==> src/hdl/cdj_pkg.sv <==
// Constants and the month-offset table shared by the day-number-to-date pipeline.
`default_nettype none
package cdj_pkg;

	// First day number of the Gregorian calendar.
	localparam int unsigned GREG_START  = 2299161;
	localparam int unsigned GREG_OFFSET = 7468865;
	localparam int unsigned GREG_CYCLE  = 146097;

	localparam int unsigned B_OFFSET = 1524;
	localparam int unsigned C_OFFSET = 2442;
	localparam int unsigned C_DIV    = 7305;
	localparam int unsigned D_MUL    = 1461;
	localparam int unsigned E_MUL    = 10000;
	localparam int unsigned E_DIV    = 306001;

	localparam int unsigned YEAR_LATE  = 4716;
	localparam int unsigned YEAR_EARLY = 4715;
	localparam int unsigned MONTH_WRAP = 13;

	// Field widths.
	localparam int YEAR_W  = 16;
	localparam int MONTH_W = 4;
	localparam int DOM_W   = 5;
	localparam int BD_W    = 9;
	localparam int X4_W    = 23;
	localparam int E_W     = 5;

	// Days from the start of the shifted year to the start of month slot e,
	// floor(30.6001 * e). Only slots 4 through 15 occur.
	function automatic logic [BD_W-1:0] month_offset(input logic [3:0] e);
		logic [BD_W-1:0] r;
		case (e)
			4'd0:    r = 9'd0;
			4'd1:    r = 9'd30;
			4'd2:    r = 9'd61;
			4'd3:    r = 9'd91;
			4'd4:    r = 9'd122;
			4'd5:    r = 9'd153;
			4'd6:    r = 9'd183;
			4'd7:    r = 9'd214;
			4'd8:    r = 9'd244;
			4'd9:    r = 9'd275;
			4'd10:   r = 9'd306;
			4'd11:   r = 9'd336;
			4'd12:   r = 9'd367;
			4'd13:   r = 9'd397;
			4'd14:   r = 9'd428;
			4'd15:   r = 9'd459;
			default: r = 9'd0;
		endcase
		return r;
	endfunction

endpackage
`default_nettype wire

==> src/hdl/cdj_cdiv.sv <==
// Pipelined divider by a constant: reciprocal estimate, remainder, correction.
`default_nettype none
module cdj_cdiv #(
	parameter int XW = 34,
	parameter int unsigned DIV = 146097,
	parameter int TW = 1
) (
	input  wire logic                        clk,
	input  wire logic                        arst_n,
	input  wire logic                        advance,
	input  wire logic                        in_valid,
	input  wire logic [XW-1:0]               in_x,
	input  wire logic [TW-1:0]               in_tag,
	output logic                             out_valid,
	output logic [XW-$clog2(DIV):0]          out_q,
	output logic [TW-1:0]                    out_tag
);
	// DIV is not a power of two, so 2^T < DIV < 2^(T+1).
	localparam int T   = $clog2(DIV) - 1;
	localparam int XTW = XW - T;
	localparam int QW  = XTW;
	localparam int PW  = 2 * XTW;
	localparam int RW  = $clog2(DIV) + 2;
	localparam longint unsigned RECIP = (64'd1 << XW) / DIV;
	localparam logic [XTW-1:0] RECIP_C = RECIP[XTW-1:0];
	localparam logic [RW-1:0] DIV_R  = RW'(DIV);
	localparam logic [RW-1:0] DIV2_R = RW'(2 * DIV);

	logic          v_s1, v_s2, v_s3;
	logic [XW-1:0] x_s1;
	logic [PW-1:0] prod_s1;
	logic [TW-1:0] tag_s1, tag_s2, tag_s3;
	logic [QW-1:0] q0_s2, q_s3;
	logic [RW-1:0] rem_s2;
	logic [QW-1:0] q0;
	logic [XW-1:0] rem_full;

	// The estimate never exceeds the quotient and falls short by at most two.
	assign q0       = prod_s1[PW-1:XTW];
	assign rem_full = x_s1 - XW'(q0) * XW'(DIV);

	always_ff @(posedge clk or negedge arst_n) begin
		if (!arst_n) begin
			v_s1 <= 1'b0;
			v_s2 <= 1'b0;
			v_s3 <= 1'b0;
		end else if (advance) begin
			v_s1 <= in_valid;
			v_s2 <= v_s1;
			v_s3 <= v_s2;
		end
	end

	always_ff @(posedge clk) begin
		if (advance) begin
			x_s1    <= in_x;
			prod_s1 <= PW'(in_x[XW-1:T]) * PW'(RECIP_C);
			tag_s1  <= in_tag;
			q0_s2   <= q0;
			rem_s2  <= rem_full[RW-1:0];
			tag_s2  <= tag_s1;
			q_s3    <= q0_s2 + QW'(rem_s2 >= DIV_R) + QW'(rem_s2 >= DIV2_R);
			tag_s3  <= tag_s2;
		end
	end

	assign out_valid = v_s3;
	assign out_q     = q_s3;
	assign out_tag   = tag_s3;

	a_rem_bound: assert property (@(posedge clk) disable iff (!arst_n)
		v_s2 |-> (rem_s2 < RW'(3 * DIV)))
		else $error("estimate remainder beyond three divisors");
	a_hold: assert property (@(posedge clk) disable iff (!arst_n)
		!advance |=> $stable(v_s3) && $stable(q_s3))
		else $error("divider output moved while held");
	a_shift: assert property (@(posedge clk) disable iff (!arst_n)
		advance |=> (v_s3 == $past(v_s2)))
		else $error("valid lost or repeated in divider");

endmodule
`default_nettype wire

==> src/hdl/calendar_date_from_julian_day.sv <==
// Top level: Julian day number to calendar year, month and day, fully pipelined.
//
//  channel | valid      | stall      | payload
//  --------+------------+------------+---------------------------------
//  day     | day_valid  | day_stall  | day_number
//  date    | date_valid | date_stall | year, month, day_of_month
//
// One item enters per cycle while the output is not stalled; each item passes
// through three constant dividers of three stages each plus the adder stages.
// Reset clears only the valid bits; no clearing pass is needed.
// A stall on the output freezes the whole pipeline in place, so day_stall
// follows date_stall while an item sits in the output register.
`default_nettype none
module calendar_date_from_julian_day #(
	parameter int DAY_NUMBER_BITS = 23
) (
	input  wire logic                        clk,
	input  wire logic                        arst_n,
	input  wire logic                        day_valid,
	output logic                             day_stall,
	input  wire logic [DAY_NUMBER_BITS-1:0]  day_number,
	output logic                             date_valid,
	input  wire logic                        date_stall,
	output logic signed [cdj_pkg::YEAR_W-1:0] year,
	output logic [cdj_pkg::MONTH_W-1:0]      month,
	output logic [cdj_pkg::DOM_W-1:0]        day_of_month
);
	localparam int N   = DAY_NUMBER_BITS;
	localparam int XA  = N + 2;
	localparam int AW  = XA - $clog2(cdj_pkg::GREG_CYCLE) + 1;
	localparam int BW  = N + 1;
	localparam int XC  = N + 6;
	localparam int CW  = XC - $clog2(cdj_pkg::C_DIV) + 1;
	localparam int DPW = CW + 11;
	localparam int DW  = DPW - 2;
	localparam int YW  = N - 4;
	localparam int BDW = cdj_pkg::BD_W;

	logic advance;
	logic vld_s1, vld_s2, vld_s3, vld_s4, vld_s5, vld_s6, vld_s7, vld_s8;
	logic diva_v, divc_v, dive_v;

	logic [N-1:0]  z_s1;
	logic          greg_s1;
	logic [XA-1:0] x1_s1;
	logic [AW-1:0] alpha;
	logic [N:0]    diva_tag;
	logic [N-1:0]  z_a;
	logic          greg_a;

	logic [BW-1:0] b_s2, b_s3, b_s4, b_c;
	logic [XC-1:0] x2_s3;
	logic [CW-1:0] c_c, c_s4, c_s5, c_s6, c_e;
	logic [DW-1:0] d_s4;
	logic [DPW-1:0] d_prod;
	logic [DW-1:0] bd_full;
	logic [BDW-1:0] bd_s5, bd_s6, bd_e;
	logic [cdj_pkg::X4_W-1:0] x4_s6;
	logic [cdj_pkg::E_W-1:0]  e_q;
	logic [BDW+CW-1:0] dive_tag;

	logic [cdj_pkg::E_W-1:0]     mon_full;
	logic [BDW-1:0]              dom_full;
	logic [cdj_pkg::MONTH_W-1:0] month_s7, month_s8;
	logic [cdj_pkg::DOM_W-1:0]   dom_s7, dom_s8;
	logic signed [YW-1:0]        ytmp_s7;
	logic [YW-1:0]               ylate;
	logic [YW-1:0]               ynext;
	logic [cdj_pkg::YEAR_W-1:0]  year_s8;

	// The whole pipeline moves unless a finished item waits at the output.
	assign advance   = !(vld_s8 && date_stall);
	assign day_stall = !advance;

	always_ff @(posedge clk or negedge arst_n) begin
		if (!arst_n) begin
			vld_s1 <= 1'b0;
			vld_s2 <= 1'b0;
			vld_s3 <= 1'b0;
			vld_s4 <= 1'b0;
			vld_s5 <= 1'b0;
			vld_s6 <= 1'b0;
			vld_s7 <= 1'b0;
			vld_s8 <= 1'b0;
		end else if (advance) begin
			vld_s1 <= day_valid;
			vld_s2 <= diva_v;
			vld_s3 <= vld_s2;
			vld_s4 <= divc_v;
			vld_s5 <= vld_s4;
			vld_s6 <= vld_s5;
			vld_s7 <= dive_v;
			vld_s8 <= vld_s7;
		end
	end

	// Gregorian correction: alpha = floor((4z - 7468865) / 146097).
	cdj_cdiv #(
		.XW (XA),
		.DIV(cdj_pkg::GREG_CYCLE),
		.TW (N + 1)
	) u_div_alpha (
		.clk      (clk),
		.arst_n   (arst_n),
		.advance  (advance),
		.in_valid (vld_s1),
		.in_x     (x1_s1),
		.in_tag   ({greg_s1, z_s1}),
		.out_valid(diva_v),
		.out_q    (alpha),
		.out_tag  (diva_tag)
	);

	assign greg_a = diva_tag[N];
	assign z_a    = diva_tag[N-1:0];

	// c = floor((20b - 2442) / 7305), the year count since the epoch.
	cdj_cdiv #(
		.XW (XC),
		.DIV(cdj_pkg::C_DIV),
		.TW (BW)
	) u_div_year (
		.clk      (clk),
		.arst_n   (arst_n),
		.advance  (advance),
		.in_valid (vld_s3),
		.in_x     (x2_s3),
		.in_tag   (b_s3),
		.out_valid(divc_v),
		.out_q    (c_c),
		.out_tag  (b_c)
	);

	assign d_prod  = DPW'(c_c) * DPW'(cdj_pkg::D_MUL);
	assign bd_full = DW'(b_s4) - d_s4;

	// e = floor(10000 (b - d) / 306001), the month slot.
	cdj_cdiv #(
		.XW (cdj_pkg::X4_W),
		.DIV(cdj_pkg::E_DIV),
		.TW (BDW + CW)
	) u_div_month (
		.clk      (clk),
		.arst_n   (arst_n),
		.advance  (advance),
		.in_valid (vld_s6),
		.in_x     (x4_s6),
		.in_tag   ({bd_s6, c_s6}),
		.out_valid(dive_v),
		.out_q    (e_q),
		.out_tag  (dive_tag)
	);

	assign bd_e = dive_tag[BDW+CW-1:CW];
	assign c_e  = dive_tag[CW-1:0];

	assign mon_full = (e_q <= cdj_pkg::E_W'(cdj_pkg::MONTH_WRAP))
		? e_q - cdj_pkg::E_W'(1) : e_q - cdj_pkg::E_W'(cdj_pkg::MONTH_WRAP);
	assign dom_full = bd_e - cdj_pkg::month_offset(e_q[3:0]);
	assign ylate    = (mon_full > cdj_pkg::E_W'(2))
		? YW'(cdj_pkg::YEAR_LATE) : YW'(cdj_pkg::YEAR_EARLY);
	assign ynext    = (ytmp_s7[YW-1] || ytmp_s7 == '0)
		? YW'(ytmp_s7) - YW'(1) : YW'(ytmp_s7);

	always_ff @(posedge clk) begin
		if (advance) begin
			z_s1    <= day_number;
			greg_s1 <= (XA'(day_number) >= XA'(cdj_pkg::GREG_START));
			x1_s1   <= (XA'(day_number) << 2) - XA'(cdj_pkg::GREG_OFFSET);

			b_s2 <= greg_a
				? BW'(z_a) + BW'(1) + BW'(alpha) - BW'(alpha >> 2) + BW'(cdj_pkg::B_OFFSET)
				: BW'(z_a) + BW'(cdj_pkg::B_OFFSET);

			b_s3  <= b_s2;
			x2_s3 <= (XC'(b_s2) << 4) + (XC'(b_s2) << 2) - XC'(cdj_pkg::C_OFFSET);

			b_s4 <= b_c;
			c_s4 <= c_c;
			d_s4 <= d_prod[DPW-1:2];

			// b - d always lies between 123 and 488.
			bd_s5 <= bd_full[BDW-1:0];
			c_s5  <= c_s4;

			bd_s6 <= bd_s5;
			c_s6  <= c_s5;
			x4_s6 <= cdj_pkg::X4_W'(bd_s5) * cdj_pkg::X4_W'(cdj_pkg::E_MUL);

			month_s7 <= mon_full[cdj_pkg::MONTH_W-1:0];
			dom_s7   <= dom_full[cdj_pkg::DOM_W-1:0];
			ytmp_s7  <= $signed(YW'(c_e) - ylate);

			// There is no year zero: years at or below zero move down by one.
			month_s8 <= month_s7;
			dom_s8   <= dom_s7;
			year_s8  <= ynext[cdj_pkg::YEAR_W-1:0];
		end
	end

	assign date_valid   = vld_s8;
	assign year         = $signed(year_s8);
	assign month        = month_s8;
	assign day_of_month = dom_s8;

	a_month_range: assert property (@(posedge clk) disable iff (!arst_n)
		date_valid |-> (month >= cdj_pkg::MONTH_W'(1) && month <= cdj_pkg::MONTH_W'(12)))
		else $error("month out of range");
	a_dom_range: assert property (@(posedge clk) disable iff (!arst_n)
		date_valid |-> (day_of_month != '0))
		else $error("day of month is zero");
	a_bd_range: assert property (@(posedge clk) disable iff (!arst_n)
		vld_s5 |-> (bd_s5 >= BDW'(123) && bd_s5 <= BDW'(488)))
		else $error("day within shifted year out of range");

endmodule
`default_nettype wire

==> config.mk <==
export PLATFORM = sky130hd
export DESIGN_NAME = calendar_date_from_julian_day
export DESIGN_NICKNAME = d
export VERILOG_FILES = /design/src/hdl/cdj_pkg.sv /design/src/hdl/cdj_cdiv.sv /design/src/hdl/calendar_date_from_julian_day.sv
export SDC_FILE = /design/constraint.sdc
export NUM_CORES = 2
export LEC_CHECK = 0
export BUFFER_PORTS_ARGS = -buffer_cell sky130_fd_sc_hd__buf_4
export CORE_UTILIZATION = 60
export DETAILED_ROUTE_END_ITERATION = 10
export PLACE_DENSITY = 0.76
export SLEW_MARGIN = 20
export SYNTH_ARGS = -nofsm -noshare
export SYNTH_HDL_FRONTEND = slang
export SYNTH_HIERARCHICAL = 1
export SYNTH_SLANG_ARGS = --single-unit
==> constraint.sdc <==
create_clock -name clk -period 33.6 [get_ports clk]
set_input_delay 6.72 -clock clk [delete_from_list [all_inputs] [get_ports clk]]
set_output_delay 6.72 -clock clk [all_outputs]
set_load 0.1 [all_outputs]
==> flow_summary.yaml <==
routing:
  final_antenna_net_count: 0
  routedWlPerCell_um: 15.2
  first_iter_violations: 1158
  avgViaCountPerCell: 5.38
  via_count: 23800
  drt-pass1-iter-count: 5
  drc_errors: 0
  wirelength_um: 67500
placement:
  place.gp.congestion: 0.893
  place_inst: 4307
  io_buffers: 53
  dp_hpwl_um: 51100
  placed_cell_area_sq_um: 43300
synthesis:
  netlist_area_sq_um: 41700
  synthCells: 3328
  syn_avg_cell_area_sq_um: 12.5
  yosysWarnings: 6
grt:
  gr-usage-all-layers_pct: 19.9
  antenna_found_initial: 0
  overflow: 0
  grt_max_degree: 198
  grt_pass1_wl_um: 115000
  grt_pass1_vias: 24900
critical_path:
  crit_type: "input port to output pin"
  r2r-start: "x2_s3[21]$_DFFE_PN_"
  cp.required_ns: 26.88
  reg2reg_depth: 18
  reg2reg_slack_ns: 27.53
  path_max_fanout: 53
  cp.arrival_ns: 7.69
  worst_setup_path_end_kind: "output pin"
  rr_endpoint: "u_div_year/prod_s1[32]$_DFFE_PP_"
  critPathLaunchType: "input port"
min_path:
  hp-start: "u_div_year/out_tag[5]$_DFFE_PP_"
  hold_path_class: "flop to flop"
  hold_depth: 0
  hold_end: "b_s4[5]$_DFFE_PN_"
die:
  die_w_um: 266
  die_h_um: 266
  io_pins: 54
  fp.coreArea_sq_um: 68700
  rows: 96
  start_util_pct: 60.7
  die-area_sq_um: 70500
clock_tree:
  clkSinkCount: 641
  cts.clk_slew.worst_paths_ns: 0.06
  clock_latency_ns: 0.62
  post_cts_resize_count: 0
  root_buffer: "clkbuf_16"
  postCtsHoldBufs: 0
  cts_max_level: 3
  cts_tree: "done"
  cts_buffer_depth: 3
  post_cts_buffers: 0
  numCtsBuffers: 68
run:
  cap_violations: 0
outcome:
  status: "completed"
final_layout:
  seq_area_sq_um: 19200
  final_cell_area_sq_um: 45500
  diodes: 0
  stdcell_count: 4430
  fillers: 4990
  area_delta_synth_final_pct: 9.07
  multi_input_area_sq_um: 20000
  nNetsFinal: 4284
  drive_gt1_share_pct: 6.60
timing:
  hold_slack_ns: 0.402
  worstMarginPinSlew_ns: 1.02
  fmax_mhz: 69.4
  final-setup-viol-count: 0
  relSlewSlack_pct: 31.1
  finalSetupTns_ns: 0
  clock_skew_ns: 0.0164
  rsz0062_at_grt: "no"
  report.final.slew_viol_count: 0
  final-hold-violation-count: 0
  timing.final.crit_period_ns: 14.41
  fin_crit_sh_pct: 42.9
==> cells in the final DEF (no fill, tap or decap), types with 34 or more instances in the layout <==
master / count
nor2_1: 120
ha_1: 579
nand2_1: 94
xor2_1: 101
a21oi_1: 131
buf_4: 58
o21ai_0: 66
nand3_1: 53
fa_1: 232
nor3_1: 34
a21o_1: 52
edfxtp_1: 624
clkbuf_16: 68
inv_1: 653
xnor2_1: 170
==> critical path, cell delays in order <==
cell	delay, ns
buf_4	0.12
nand2_4	0.47
inv_1	0.11
buf_4	0.26
==> state kept, by name, summed over array words and instances (netlist names), 18 cells and up <==
register / cells
u_div_alpha/tag_s1: 24
u_div_alpha/rem_s2: 20
u_div_month/x_s1: 21
u_div_month/tag_s1: 22
ytmp_s7: 18
z_s1: 23
u_div_month/out_tag: 22
u_div_alpha/out_tag: 24
x1_s1: 23
u_div_alpha/tag_s2: 24
b_s2: 24
u_div_alpha/x_s1: 20
x2_s3: 27
u_div_month/rem_s2: 21
u_div_month/tag_s2: 22
==> worst max path at each step <==
| stage | from | end | cells past startpoint |
|---|---|---|---|
| after floorplan | date_stall | day_stall | 2 |
| after global routing | date_stall | day_stall | 4 |
| after CTS | date_stall | day_stall | 4 |
| after detailed placement | date_stall | day_stall | 4 |
| after global placement | date_stall | day_stall | 4 |
| final | date_stall | day_stall | 4 |
==> final cells by class <==
type	count	share of cell area [%]
Inverter	653	5.39
Timing Repair Buffer	60	1.03
Sequential cell	641	42.1
Multi-Input combinational cell	2022	44.0
Clock buffer	80	3.84
Clock inverter	43	1.00
Tap cell	931	2.56
==> per-layer routing <==
layer | global-route usage, % | up-vias | routed length (um) | part of all wire, %
met4 | 6.32 | 0 | 1680 | 2.5
met3 | 3.05 | 120 | 2350 | 3.5
met5 | 0 | - | 0 | 0
li1 | - | 11700 | - | -
met1 | 24.3 | 11500 | 29000 | 43
met2 | 35.9 | 419 | 34500 | 51
==> through the flow <==
stage	utilization, %	setup slack (ns)
floorplan	-	0.457
global placement	63.0	19.19
detailed placement	63.0	19.16
CTS	66.2	19.16
global route	66.2	19.08
finish	66.2	19.19
Power is left out: the tool's default activity adds up to more than one toggle a clock period on the data nets, which glitch-free logic cannot reach.
